## config.mk

```make
export PLATFORM = sky130hd
export DESIGN_NAME = modbus_holding_register_server
export DESIGN_NICKNAME = d
export VERILOG_FILES = /design/src/mhrs_pkg.sv /design/src/mhrs_bank.sv /design/src/mhrs_buf.sv /design/src/modbus_holding_register_server.sv
export SDC_FILE = /design/constraint.sdc
export NUM_CORES = 1
export LEC_CHECK = 0
export ABC_AREA = 1
export ABC_CLOCK_PERIOD_IN_PS = 3650
export BUFFER_PORTS_ARGS = -buffer_cell sky130_fd_sc_hd__buf_4
export CORE_ASPECT_RATIO = 0.8
export CORE_UTILIZATION = 48
export CTS_CLUSTER_SIZE = 28
export DETAILED_ROUTE_END_ITERATION = 8
export GPL_TIMING_DRIVEN = 0
export SYNTH_ARGS = -nofsm -noshare
export SYNTH_HDL_FRONTEND = slang
export SYNTH_SLANG_ARGS = --single-unit
```

## constraint.sdc

```tcl
create_clock -name i_clk -period 3.65 [get_ports i_clk]
set_clock_uncertainty 0.05 [all_clocks]
set_input_delay 0.1825 -clock i_clk [delete_from_list [all_inputs] [get_ports i_clk]]
set_output_delay 0.1825 -clock i_clk [all_outputs]
set_load 0.1 [all_outputs]
```

## src/mhrs_pkg.sv

```systemverilog
// shared constants and types of the holding register server
`default_nettype none
package mhrs_pkg;
    localparam logic [7:0] FC_READ_HOLD  = 8'h03;
    localparam logic [7:0] FC_READ_INPUT = 8'h04;
    localparam logic [7:0] FC_WRITE_ONE  = 8'h06;
    localparam logic [7:0] FC_WRITE_MANY = 8'h10;
    localparam logic [7:0] EXC_FUNCTION  = 8'h01;
    localparam logic [7:0] EXC_ADDRESS   = 8'h02;
    localparam logic [7:0] EXC_VALUE     = 8'h03;
    localparam logic [7:0] EXC_FLAG      = 8'h80;
    localparam logic [15:0] READ_MAX     = 16'd125;
    localparam logic [15:0] WRITE_MAX    = 16'd123;
    localparam logic [15:0] REG_BASE     = 16'h1000;

    // bank port request from the sequencer
    typedef struct packed {
        logic       rd;
        logic       wr;
        logic [3:0] addr;
        logic [15:0] wdata;
    } t_bank_req;
endpackage
`default_nettype wire

```

## src/mhrs_bank.sv

```systemverilog
// holding register memory with an init pass after reset that loads REG_BASE plus the index
`default_nettype none
module mhrs_bank #(
    parameter int REG_COUNT = 16
) (
    input  wire              i_clk,
    input  wire              i_rst_n,
    input  wire mhrs_pkg::t_bank_req i_req,
    output logic [15:0]      o_rdata,
    output logic             o_ready
);
    localparam int AW = (REG_COUNT > 1) ? $clog2(REG_COUNT) : 1;
    logic [15:0] r_mem [REG_COUNT];
    logic [AW:0] r_clr;
    logic        r_init;

    always_ff @(posedge i_clk) begin
        if (!i_rst_n) begin
            r_clr  <= '0;
            r_init <= 1'b1;
        end else if (r_init) begin
            if (r_clr == (AW+1)'(REG_COUNT - 1)) begin
                r_init <= 1'b0;
            end
            r_clr <= r_clr + 1'b1;
        end
    end

    always_ff @(posedge i_clk) begin
        if (r_init) begin
            r_mem[r_clr[AW-1:0]] <= mhrs_pkg::REG_BASE + 16'(r_clr);
        end else if (i_req.wr) begin
            r_mem[i_req.addr[AW-1:0]] <= i_req.wdata;
        end
        if (i_req.rd) begin
            o_rdata <= r_mem[i_req.addr[AW-1:0]];
        end
    end

    assign o_ready = !r_init;
endmodule
`default_nettype wire

```

## src/mhrs_buf.sv

```systemverilog
// frame byte store: header and write data in one memory
`default_nettype none
module mhrs_buf (
    input  wire        i_clk,
    input  wire        i_we,
    input  wire [5:0]  i_waddr,
    input  wire [7:0]  i_wdata,
    input  wire        i_re,
    input  wire [5:0]  i_raddr,
    output logic [7:0] o_rdata
);
    logic [7:0] r_mem [38];

    always_ff @(posedge i_clk) begin
        if (i_we) begin
            r_mem[i_waddr] <= i_wdata;
        end
        if (i_re) begin
            o_rdata <= r_mem[i_raddr];
        end
    end
endmodule
`default_nettype wire

```

## src/modbus_holding_register_server.sv

```systemverilog
// top level of the modbus holding register server
//
// channel | dir | tdata fields (low bit up)               | tlast       | tuser
// s_axis  | in  | frame_address, byte_present, pdu_byte   | pdu_last    | action
// m_axis  | out | reply_address, reply_byte               | reply_last  | -
// cfg     | in  | own_address (write enable + data)       | -           | -
//
// bytes that do not end a frame can come back to back, one per cycle, once the
// bank is ready; a tick is accepted, then register 0 gets the uptime; a frame end
// for another address is accepted, then the uptime copy is written
// an own or broadcast frame end runs the header reads, the judge step, one bank
// write for write single or the WRD, WRL and WRW states per register for write
// multiple, the reply header bytes, the RDR, RDH and RDL states per register read,
// then INC, INCW and UPT to bump register 1 and copy the uptime; each reply byte
// waits for the master side, and after reset an init pass loads the bank
`default_nettype none
module modbus_holding_register_server #(
    parameter int REG_COUNT = 16
) (
    input  wire         i_clk,
    input  wire         i_rst_n,
    input  wire         s_axis_tvalid,
    output logic        s_axis_tready,
    // [7:0] frame_address, [8] byte_present, [16:9] pdu_byte, [23:17] zero
    input  wire  [23:0] s_axis_tdata,
    input  wire         s_axis_tlast,
    // [0] action
    input  wire         s_axis_tuser,
    output logic        m_axis_tvalid,
    input  wire         m_axis_tready,
    // [7:0] reply_address, [15:8] reply_byte
    output logic [15:0] m_axis_tdata,
    output logic        m_axis_tlast,
    input  wire         i_cfg_we,
    input  wire  [7:0]  i_cfg_wdata
);
    // sequencer states
    localparam logic [3:0] S_IDLE = 4'd0,  S_TICK = 4'd1,  S_HDR  = 4'd2,
                           S_JUDGE = 4'd3, S_WRD  = 4'd4,  S_WRL  = 4'd5,
                           S_WRW  = 4'd6,  S_RDR  = 4'd7,  S_RDH  = 4'd8,
                           S_RDL  = 4'd9,  S_EMIT = 4'd10, S_INC  = 4'd11,
                           S_INCW = 4'd12, S_UPT  = 4'd13, S_SEND = 4'd14;

    logic [3:0]  r_st;
    logic [7:0]  r_own, r_len;
    logic [15:0] r_up;
    logic [7:0]  r_hdr [6];
    logic [2:0]  r_hcnt;
    logic [7:0]  r_idx;
    logic [7:0]  r_tx [5];
    logic [2:0]  r_txn, r_txk;
    logic [7:0]  r_lo_byte;
    logic        r_mv;
    logic [7:0]  r_md;
    logic        r_ml;
    logic        r_rd_last;
    logic        r_reply;

    mhrs_pkg::t_bank_req w_req;
    logic [15:0] w_bank_rd;
    logic        w_bank_ok;
    logic        w_buf_we, w_buf_re;
    logic [5:0]  w_buf_wa, w_buf_ra;
    logic [7:0]  w_buf_rd;

    logic        w_acc, w_tick, w_bp, w_last;
    logic [7:0]  w_fa, w_pb, w_fc;
    logic [15:0] w_start, w_count;
    logic [16:0] w_end;
    logic        w_out_free;

    mhrs_bank #(.REG_COUNT(REG_COUNT)) u_bank (
        .i_clk(i_clk), .i_rst_n(i_rst_n), .i_req(w_req),
        .o_rdata(w_bank_rd), .o_ready(w_bank_ok)
    );

    mhrs_buf u_buf (
        .i_clk(i_clk), .i_we(w_buf_we), .i_waddr(w_buf_wa), .i_wdata(w_pb),
        .i_re(w_buf_re), .i_raddr(w_buf_ra), .o_rdata(w_buf_rd)
    );

    assign w_fa   = s_axis_tdata[7:0];
    assign w_bp   = s_axis_tdata[8];
    assign w_pb   = s_axis_tdata[16:9];
    assign w_last = s_axis_tlast;
    assign w_tick = s_axis_tuser;
    assign s_axis_tready = (r_st == S_IDLE) && w_bank_ok;
    assign w_acc  = s_axis_tvalid && s_axis_tready;

    // bytes are stored at their frame position while below 38
    assign w_buf_we = w_acc && !w_tick && w_bp && (r_len < 8'd38);
    assign w_buf_wa = r_len[5:0];

    assign w_fc    = r_hdr[0];
    assign w_start = {r_hdr[1], r_hdr[2]};
    assign w_count = {r_hdr[3], r_hdr[4]};
    assign w_end   = {1'b0, w_start} + {1'b0, w_count};
    assign w_out_free = !r_mv || m_axis_tready;

    // header fetch and write data reads share the buffer read port
    always_comb begin
        w_buf_re = 1'b0;
        w_buf_ra = '0;
        if (r_st == S_HDR) begin
            w_buf_re = 1'b1;
            w_buf_ra = {3'd0, r_hcnt};
        end else if (r_st == S_WRD) begin
            w_buf_re = 1'b1;
            w_buf_ra = 6'(8'd6 + {r_idx[6:0], 1'b0});
        end else if (r_st == S_WRL) begin
            w_buf_re = 1'b1;
            w_buf_ra = 6'(8'd7 + {r_idx[6:0], 1'b0});
        end
    end

    always_comb begin
        w_req = '0;
        case (r_st)
            S_TICK: begin
                w_req.wr = 1'b1; w_req.addr = 4'd0; w_req.wdata = r_up;
            end
            S_UPT: begin
                w_req.wr = 1'b1; w_req.addr = 4'd0; w_req.wdata = r_up;
            end
            S_WRW: begin
                // single write takes the value from the header
                w_req.wr = 1'b1;
                w_req.addr = 4'(w_start + 16'(r_idx));
                w_req.wdata = (w_fc == mhrs_pkg::FC_WRITE_ONE) ? w_count :
                              {r_lo_byte, w_buf_rd};
            end
            S_RDR: begin
                w_req.rd = 1'b1; w_req.addr = 4'(w_start + 16'(r_idx));
            end
            S_INC: begin
                w_req.rd = 1'b1; w_req.addr = 4'd1;
            end
            S_INCW: begin
                w_req.wr = 1'b1; w_req.addr = 4'd1; w_req.wdata = w_bank_rd + 16'd1;
            end
            default: ;
        endcase
    end

    always_ff @(posedge i_clk) begin
        if (!i_rst_n) begin
            r_st  <= S_IDLE;
            r_own <= 8'd1;
            r_len <= '0;
            r_up  <= '0;
            r_mv  <= 1'b0;
        end else begin
            if (i_cfg_we) begin
                r_own <= i_cfg_wdata;
            end
            if (r_mv && m_axis_tready) begin
                r_mv <= 1'b0;
            end
            case (r_st)
                S_IDLE: begin
                    if (w_acc) begin
                        if (w_tick) begin
                            r_up <= r_up + 16'd1;
                            r_st <= S_TICK;
                        end else if (w_last) begin
                            r_reply <= (w_fa == r_own) && (w_fa != 8'd0);
                            r_hcnt  <= '0;
                            if (w_fa == r_own || w_fa == 8'd0) begin
                                if (w_bp && r_len != 8'hFF) begin
                                    r_len <= r_len + 8'd1;
                                end
                                r_st <= S_HDR;
                            end else begin
                                // foreign frame: drop it, only the uptime copy
                                r_len <= '0;
                                r_st  <= S_UPT;
                            end
                        end else if (w_bp && r_len != 8'hFF) begin
                            r_len <= r_len + 8'd1;
                        end
                    end
                end
                S_TICK: r_st <= S_IDLE;
                S_HDR: begin
                    // buffer data is registered, so it arrives in the cycle after its address
                    if (r_hcnt != 3'd0) begin
                        r_hdr[r_hcnt - 3'd1] <= w_buf_rd;
                    end
                    if (r_hcnt == 3'd6) begin
                        r_st <= S_JUDGE;
                    end
                    r_hcnt <= r_hcnt + 3'd1;
                end
                S_JUDGE: begin
                    r_txk <= '0;
                    r_idx <= '0;
                    r_txn <= 3'd2;
                    r_tx[0] <= w_fc | mhrs_pkg::EXC_FLAG;
                    r_st <= S_EMIT;
                    if (r_len == 8'd0) begin
                        r_txn <= 3'd0;
                    end else if (w_fc != mhrs_pkg::FC_READ_HOLD &&
                                 w_fc != mhrs_pkg::FC_READ_INPUT &&
                                 w_fc != mhrs_pkg::FC_WRITE_ONE &&
                                 w_fc != mhrs_pkg::FC_WRITE_MANY) begin
                        r_tx[1] <= mhrs_pkg::EXC_FUNCTION;
                    end else if (r_len < ((w_fc == mhrs_pkg::FC_WRITE_MANY) ?
                                          8'd6 : 8'd5)) begin
                        r_tx[1] <= mhrs_pkg::EXC_VALUE;
                    end else if (w_fc == mhrs_pkg::FC_WRITE_ONE) begin
                        if (w_start >= 16'(REG_COUNT)) begin
                            r_tx[1] <= mhrs_pkg::EXC_ADDRESS;
                        end else begin
                            r_tx[0] <= w_fc;
                            r_tx[1] <= r_hdr[1]; r_tx[2] <= r_hdr[2];
                            r_tx[3] <= r_hdr[3]; r_tx[4] <= r_hdr[4];
                            r_txn <= 3'd5;
                            r_st <= S_WRW;
                        end
                    end else if (w_fc == mhrs_pkg::FC_WRITE_MANY) begin
                        if (w_count < 16'd1 || w_count > mhrs_pkg::WRITE_MAX ||
                            {8'd0, r_hdr[5]} != {w_count[14:0], 1'b0} ||
                            {1'b0, r_len} < 9'd6 + {1'b0, r_hdr[5]}) begin
                            r_tx[1] <= mhrs_pkg::EXC_VALUE;
                        end else if (w_end > 17'(REG_COUNT)) begin
                            r_tx[1] <= mhrs_pkg::EXC_ADDRESS;
                        end else begin
                            r_tx[0] <= w_fc;
                            r_tx[1] <= r_hdr[1]; r_tx[2] <= r_hdr[2];
                            r_tx[3] <= r_hdr[3]; r_tx[4] <= r_hdr[4];
                            r_txn <= 3'd5;
                            r_st <= S_WRD;
                        end
                    end else begin
                        if (w_count < 16'd1 || w_count > mhrs_pkg::READ_MAX) begin
                            r_tx[1] <= mhrs_pkg::EXC_VALUE;
                        end else if (w_end > 17'(REG_COUNT)) begin
                            r_tx[1] <= mhrs_pkg::EXC_ADDRESS;
                        end else begin
                            r_tx[0] <= w_fc;
                            r_tx[1] <= {w_count[6:0], 1'b0};
                            r_txn <= 3'd2;
                        end
                    end
                end
                S_WRD: r_st <= S_WRL;
                S_WRL: begin
                    r_lo_byte <= w_buf_rd;
                    r_st <= S_WRW;
                end
                S_WRW: begin
                    if (w_fc == mhrs_pkg::FC_WRITE_ONE) begin
                        r_st <= S_EMIT;
                    end else if (16'(r_idx) + 16'd1 == w_count) begin
                        r_idx <= '0;
                        r_st <= S_EMIT;
                    end else begin
                        r_idx <= r_idx + 8'd1;
                        r_st <= S_WRD;
                    end
                end
                S_EMIT: begin
                    // header part of the reply, then read data if any
                    if (r_txk == r_txn) begin
                        r_idx <= '0;
                        if (r_tx[0] == w_fc && r_txn == 3'd2 && r_len != 8'd0 &&
                            (w_fc == mhrs_pkg::FC_READ_HOLD ||
                             w_fc == mhrs_pkg::FC_READ_INPUT)) begin
                            r_st <= S_RDR;
                        end else begin
                            r_st <= S_INC;
                        end
                    end else if (w_out_free) begin
                        if (r_reply) begin
                            r_mv <= 1'b1;
                            r_md <= r_tx[r_txk];
                            r_ml <= (r_txk + 3'd1 == r_txn) &&
                                    !(r_tx[0] == w_fc && r_txn == 3'd2 &&
                                      (w_fc == mhrs_pkg::FC_READ_HOLD ||
                                       w_fc == mhrs_pkg::FC_READ_INPUT));
                        end
                        r_txk <= r_txk + 3'd1;
                    end
                end
                S_RDR: begin
                    r_rd_last <= (16'(r_idx) + 16'd1 == w_count);
                    r_st <= S_RDH;
                end
                S_RDH: begin
                    if (w_out_free) begin
                        if (r_reply) begin
                            r_mv <= 1'b1;
                            r_md <= w_bank_rd[15:8];
                            r_ml <= 1'b0;
                        end
                        r_lo_byte <= w_bank_rd[7:0];
                        r_st <= S_RDL;
                    end
                end
                S_RDL: begin
                    if (w_out_free) begin
                        if (r_reply) begin
                            r_mv <= 1'b1;
                            r_md <= r_lo_byte;
                            r_ml <= r_rd_last;
                        end
                        if (r_rd_last) begin
                            r_st <= S_INC;
                        end else begin
                            r_idx <= r_idx + 8'd1;
                            r_st <= S_RDR;
                        end
                    end
                end
                S_INC:  r_st <= S_INCW;
                S_INCW: begin
                    r_len <= '0;
                    r_st  <= S_UPT;
                end
                S_UPT:  r_st <= S_IDLE;
                default: r_st <= S_IDLE;
            endcase
        end
    end

    assign m_axis_tvalid = r_mv;
    assign m_axis_tdata  = {r_md, r_own};
    assign m_axis_tlast  = r_ml;

    logic w_unused;
    assign w_unused = ^{s_axis_tdata[23:17]};
endmodule
`default_nettype wire

```

# Word-level counts from Yosys, hierarchy flattened
# Memories as Yosys holds them, arrays and structs flattened. A register that Yosys moved wholly into a read port is not among the register bits.
# Index checks and enable logic that the tools add are counted.
[totals]
reg_bits = 79
ram_bits = 648
in_bits = 39
elab_cells = 364
n_memories = 4
[memory_table]
columns = ["memory", "depth", "width", "read_ports", "rd_clocked_by_memory_dff", "wr", "line", "rtl"]
rows = [
  ["u_buf.r_mem", 38, 8, 1, 1, 1, "mhrs_buf.sv:12", "logic [7:0] r_mem [38];"],
  ["u_bank.r_mem", 16, 16, 1, 1, 1, "mhrs_bank.sv:13", "logic [15:0] r_mem [REG_COUNT];"],
  ["r_hdr", 6, 8, 6, 0, 1, "modbus_holding_register_server.sv:47", "logic [7:0] r_hdr [6];"],
  ["r_tx", 5, 8, 2, 1, 5, "modbus_holding_register_server.sv:50", "logic [7:0] r_tx [5];"],
]
[classes]
addsub = 15
n_lt_le_gt_ge = 8
eq_ne = 46
muxes = 200
n_bitwise = 16
reduce_logical = 58
[ops]
columns = ["operator", "n"]
rows = [
  ["$mux 8", 33],
  ["$mux 1", 116],
  ["$mux 4", 21],
  ["$pmux 16 s3", 1],
  ["$pmux 4 s12", 1],
  ["$mux 3", 11],
  ["$add 16x1->16 const B", 2],
  ["$gt 16x7->1 const B", 2],
  ["$mux 16", 2],
  ["$pmux 8 s2", 2],
  ["$pmux 8 s4", 1],
  ["$ne 2x2->1 const B", 13],
  ["$eq 4x4->1 const B", 6],
  ["$pmux 8 s3", 1],
  ["$mux 6", 3],
  ["$add 16x16->17", 1],
  ["$gt 17x5->1 const B", 1],
  ["$add 8x1->8 const B", 2],
  ["$eq 4x3->1 const B", 4],
  ["$eq 8x3->1 const B", 2],
  ["$eq 8x8->1", 2],
  ["$eq 9x16->1", 1],
  ["$ge 16x5->1 const B", 1],
  ["$logic_and 1x1->1", 16],
  ["other kinds (52)", 98],
]

# Depth between registers and ports, before layout
# An unclocked memory read counts as a cell.
[logic_depth]
ltp_word = 20
mapped_depth = 22

# Cells and area by module
# From an unflattened synthesis, not the netlist that was laid out.
[hier_totals]
cells_unflattened = 3465
hier_area_um2 = 34678.3
[by_module_without_submodules]
columns = ["module", "instances", "cells_per_inst", "area_each_um2", "seq_area_each_um2"]
rows = [
  ["mhrs_buf", 1, 1073, 12695.9, 9369.0],
  ["mhrs_bank", 1, 1151, 12029.0, 8287.9],
  ["modbus_holding_register_server", 1, 1241, 9953.3, 4494.3],
]

# Worst setup path after synthesis
# Ideal clock, no wire load.
[synth_path]
path_type = "reg2reg"
from = "register r_idx[1]"
to = "memory u_bank.r_mem[6][0], enable pin"
arrival_ps = 2727
path_slack_ps = 484
path_stages_with_launch = 9
n_path_buf = 0
synth_period_minus_slack_ps = 3166
path_cell_list = "edfxtp_1 inv_1 fa_1 or2_2 a21oi_1 inv_1 o21ai_1 nand2_1 nor2_1"
[synth_between]
elab_chain_cells = 3
[synth_rtl]
columns = ["item", "line", "rtl"]
rows = [
  ["from (decl)", "modbus_holding_register_server.sv:49", "logic [7:0] r_idx;"],
  ["from (signal assigned)", "modbus_holding_register_server.sv:258", "r_idx <= r_idx + 8'd1;"],
  ["from (signal assigned)", "modbus_holding_register_server.sv:310", "r_idx <= r_idx + 8'd1;"],
  ["$add 4x4->4", "modbus_holding_register_server.sv:128, modbus_holding_register_server.sv:133", ""],
  ["$pmux 4 s2", "modbus_holding_register_server.sv:118", "case (r_st)"],
  ["$mux 4 (no source line)", "--", ""],
  ["to (decl)", "mhrs_bank.sv:13", ""],
]
# No other way between the ends.

# Worst setup path in the final report
[layout_path]
from = "register r_idx[0]"
to = "register u_buf.o_rdata[0] (read register of u_buf.r_mem) (data pin)"
[layout_between]
elab_chain_cells = 4
elab_cells_between_ends = 5
cone_classes = "add/sub: 2; mux: 3"
[layout_rtl]
columns = ["item", "line", "rtl"]
rows = [
  ["$add 3x6->6", "modbus_holding_register_server.sv:112", "w_buf_ra = 6'(8'd7 + {r_idx[6:0], 1'b0});"],
  ["$mux 6", "modbus_holding_register_server.sv:110", "end else if (r_st == S_WRL) begin"],
  ["$mux 6 *", "modbus_holding_register_server.sv:107", "end else if (r_st == S_WRD) begin"],
  ["$mux 6 *", "modbus_holding_register_server.sv:104", "if (r_st == S_HDR) begin"],
  ["to (decl)", "mhrs_buf.sv:10", "output logic [7:0] o_rdata"],
]
# Mark *: on every way between the ends. The rest lies on a longest branch, timed or not.
# A chain may end at the register's enable or synchronous reset.

==> flow_metrics.env <==
export IMPL_status="finished, final reports clean"
export IMPL_htree_levels=3
export IMPL_dr_total_vias=24300
export IMPL_hold_path_class="in -> reg"
export IMPL_maxSlewHeadroom=0.101
export IMPL_ys_ff_latch=753
export IMPL_drv_cap=0
export IMPL_fin_total_pwr_w=0.0187
export IMPL_p_int_w=0.0145
export IMPL_finalSetupViolations=0
export IMPL_cts_sink_count=753
export IMPL_final_cell_mix="edfxtp_1 (707), nor2_1 (415), nand2_1 (325), o21ai_0 (278), inv_1 (206)"
export IMPL_cp_cell_sequence="clkbuf_2 > inv_1 > ha_1 > o22ai_1 > inv_1 > clkbuf_1 > o221ai_1 > o211ai_1 > nand3_1 > nand2_1 > o21ai_1"
export IMPL_yosys_top_cells_area="edfxtp_1 (64%), nor2_1 (4.9%), o21ai_0 (4.2%), o211ai_1 (3.9%), nand2_1 (3.7%)"
export IMPL_pin_count=58
export IMPL_wl_mm=100
export IMPL_cp_num_buf_inv=4
export IMPL_drt_iter0_drc=3087
export IMPL_cts_made_buffers=76
export IMPL_swShare=0.228
export IMPL_area_growth_pct=15.4
export IMPL_die_area_mm2=0.0706
export IMPL_fmax_ghz=0.287
export IMPL_period_needed_ns=3.48
export IMPL_cpMaxStageDelayCell="clkbuf_1"
export IMPL_timing_critical_path_mode_cell="inv_1"
export IMPL_syn_cell_area_mm2=0.0334
export IMPL_post_dp_cell_area_mm2=0.0352
export IMPL_cts_path_max_buffers=3
export IMPL_grt_pass1_wl_mm=146
export IMPL_routed_top_layer="met4"
export IMPL_m1WireLength_mm=45.0
export IMPL_endpoint_kind="register"
export IMPL_power_frac_seq=0.511
export IMPL_gp_congestion=0.978
export IMPL_fin_nets=3212
export IMPL_p_comb_frac=0.062
export IMPL_final_common_cell="edfxtp_1"
export IMPL_synth_edf_count=707
export IMPL_clkLatencyLatePin_ns=0.63
export IMPL_grt_pass1_vias=22800
export IMPL_vias_per_cell=5.90
export IMPL_final_cells=4113
export IMPL_place_hpwl_mm=70.5
export IMPL_antenna_found_initial=0
export IMPL_fin_crit_sh=0.953
export IMPL_rsz0062_at_grt="no"
export IMPL_max_vdd_ir_drop_uv=358
export IMPL_track_usage=0.280
export IMPL_start_kind="register"
export IMPL_stdcell_area_mm2=0.0386
export IMPL_p_sw_w=0.00427
export IMPL_drcViolationCount=0
export IMPL_yosysWarnings=0
export IMPL_synth_ff_type="edfxtp_1"
export IMPL_wl_met2_mm=43.0
export IMPL_antenna_cells=0
export IMPL_path_max_fanout=10
export IMPL_path_delay_family="buffers and inverters"
export IMPL_grt_max_degree=39
export IMPL_core_region_area_mm2=0.0689
export IMPL_tritoncts="yes"
export IMPL_fp_row_count=86
export IMPL_ys_async_sr_fraction=0
export IMPL_yosysSeqAreaShare=0.663
export IMPL_p_leak_nw=13.2
export IMPL_io_buffers=50
export IMPL_synth_nets=3013
export IMPL_cts_clk_slew_worst_paths_ns=0.06
export IMPL_antenna_left=0
export IMPL_timing_final_hold_violations=0
export IMPL_cp_required_ns=3.95
export IMPL_cts_root_buf="clkbuf_16"
export IMPL_cellPowerDensity_mw_per_mm2=486
export IMPL_path_class="reg -> reg"
export IMPL_cpPeakStageDelay_ns=0.67
export IMPL_synth_cells=2931
export IMPL_dp_cells=3920
export IMPL_final_max_slew_violation_count=0
export IMPL_nFillCells=5835
export IMPL_tightest_slew_ns=1.34
export IMPL_layout_drive_gt1_share=0.110
export IMPL_wl_met3_mm=9.85
export IMPL_p_clk_frac=0.427
export IMPL_synth_top_area_cell="edfxtp_1"
export IMPL_die_w_um=297
export IMPL_arrival_ns=3.78
export IMPL_die_h_um=238
export IMPL_avgRoutedWirePerCell_um=24.4
export IMPL_synth_top_area_frac=0.636
export IMPL_avgSynthCellArea_um2=11.4
export IMPL_floorplan_initialDensity=0.485
export IMPL_first_pass_iters=7
export IMPL_yosysUniqueCellTypes=63
export IMPL_gr_total_overflow=0
==> kinds of logic after synthesis <==
group,count (synthesis),share of synthesized area
adder cells (fa/ha/maj),43,0.0166
AO/OA/AOI/OAI,679,0.126
buffers and inverters,356,0.0444
XOR/XNOR,32,0.00839
AND/OR/NAND/NOR,1060,0.139
flip-flops,753,0.663
multiplexers,8,0.00251
==> flip-flops by register name, summed over array words and instances (netlist names), 16 cells and up, named ones only <==
name,cells
r_hdr,48
r_tx,40
r_up,16
u_bank.o_rdata,16
u_bank.r_mem,256
u_buf.r_mem,304
==> metal layers <==
layer / GRT usage / vias up
met5: 0 / -
met2: 0.409 / 1203
met4: 0.0761 / 0
met3: 0.0542 / 162
li1: - / 11000
met1: 0.425 / 11900
==> cell usage after synthesis, drive strengths merged (11+ instances only) <==
master / count
nor2: 439
nand3: 135
buf: 59
ha: 41
clkbuf: 70
o22ai: 44
xnor2: 25
a31oi: 11
inv: 220
nand2: 334
o221ai: 52
o211ai: 173
nor3: 35
edfxtp: 707
dfxtp: 46
nor4: 14
a21oi: 66
nand4: 24
or2: 71
o21ai: 303
==> cell type report <==
type | instances | area, um^2 | area share
tap | 924 | 1160 | 0.0300
multi-input combinational | 1822 | 9980 | 0.259
clock buffer | 95 | 2080 | 0.0538
sequential | 753 | 22200 | 0.575
timing repair buffer | 122 | 1210 | 0.0315
buffer | 128 | 636 | 0.0165
inverter | 227 | 861 | 0.0223
clock inverter | 42 | 484 | 0.0126
==> power by group through the flow <==
stage / Clock, W / Combinational [W] / Sequential [W]
floorplan: 0 / 0.000558 / 0.00978
global placement: 0 / 0.00102 / 0.00975
detailed placement: 0 / 0.00105 / 0.00976
CTS: 0.00809 / 0.00113 / 0.00957
global route: 0.00841 / 0.00123 / 0.00957
finish: 0.00801 / 0.00116 / 0.00957
==> path summary, 6_finish.rpt <==
path,start,to,slack (ns),cells after the start
setup reg to reg,r_idx[0]$_DFFE_PP_,u_buf.o_rdata[0]$_DFFE_PP_,0.17,11
setup / recovery,r_idx[0]$_DFFE_PP_,u_buf.o_rdata[0]$_DFFE_PP_,0.17,11
hold / removal,s_axis_tvalid,r_up[1]$_SDFFE_PN0P_,0.08,5
hold reg to reg,r_hdr[0][3]$_DFFE_PP_,r_tx[0][3]$_DFFE_PP_,0.44,0
==> repair_timing <==
action,CTS,global route
hold endpoints to repair,241,0
setup endpoints to repair,303,199
gates resized for setup,19,9
setup buffers,14,3
pin swaps,7,1
hold buffers,40,0
==> per-stage QoR <==
stage | TNS [ns] | setup slack [ns] | hold slack (ns) | utilization
floorplan | 0 | 0.484 | 0.231 | -
global placement | -294.99 | -1.10 | 0.347 | 0.507
detailed placement | -119.45 | -1.10 | 0.358 | 0.512
CTS | 0 | 0.0426 | 0.0308 | 0.559
global route | 0 | 0.0144 | 0.121 | 0.560
finish | 0 | 0.170 | 0.0806 | 0.560
==> worst min-delay path: cells and delay by family <==
family          cells  cell delay (ns)
compound gates      1             0.09
buf+inv             2             0.20
simple gates        2             0.23
Note: power is estimated with default switching activity, not from simulation.
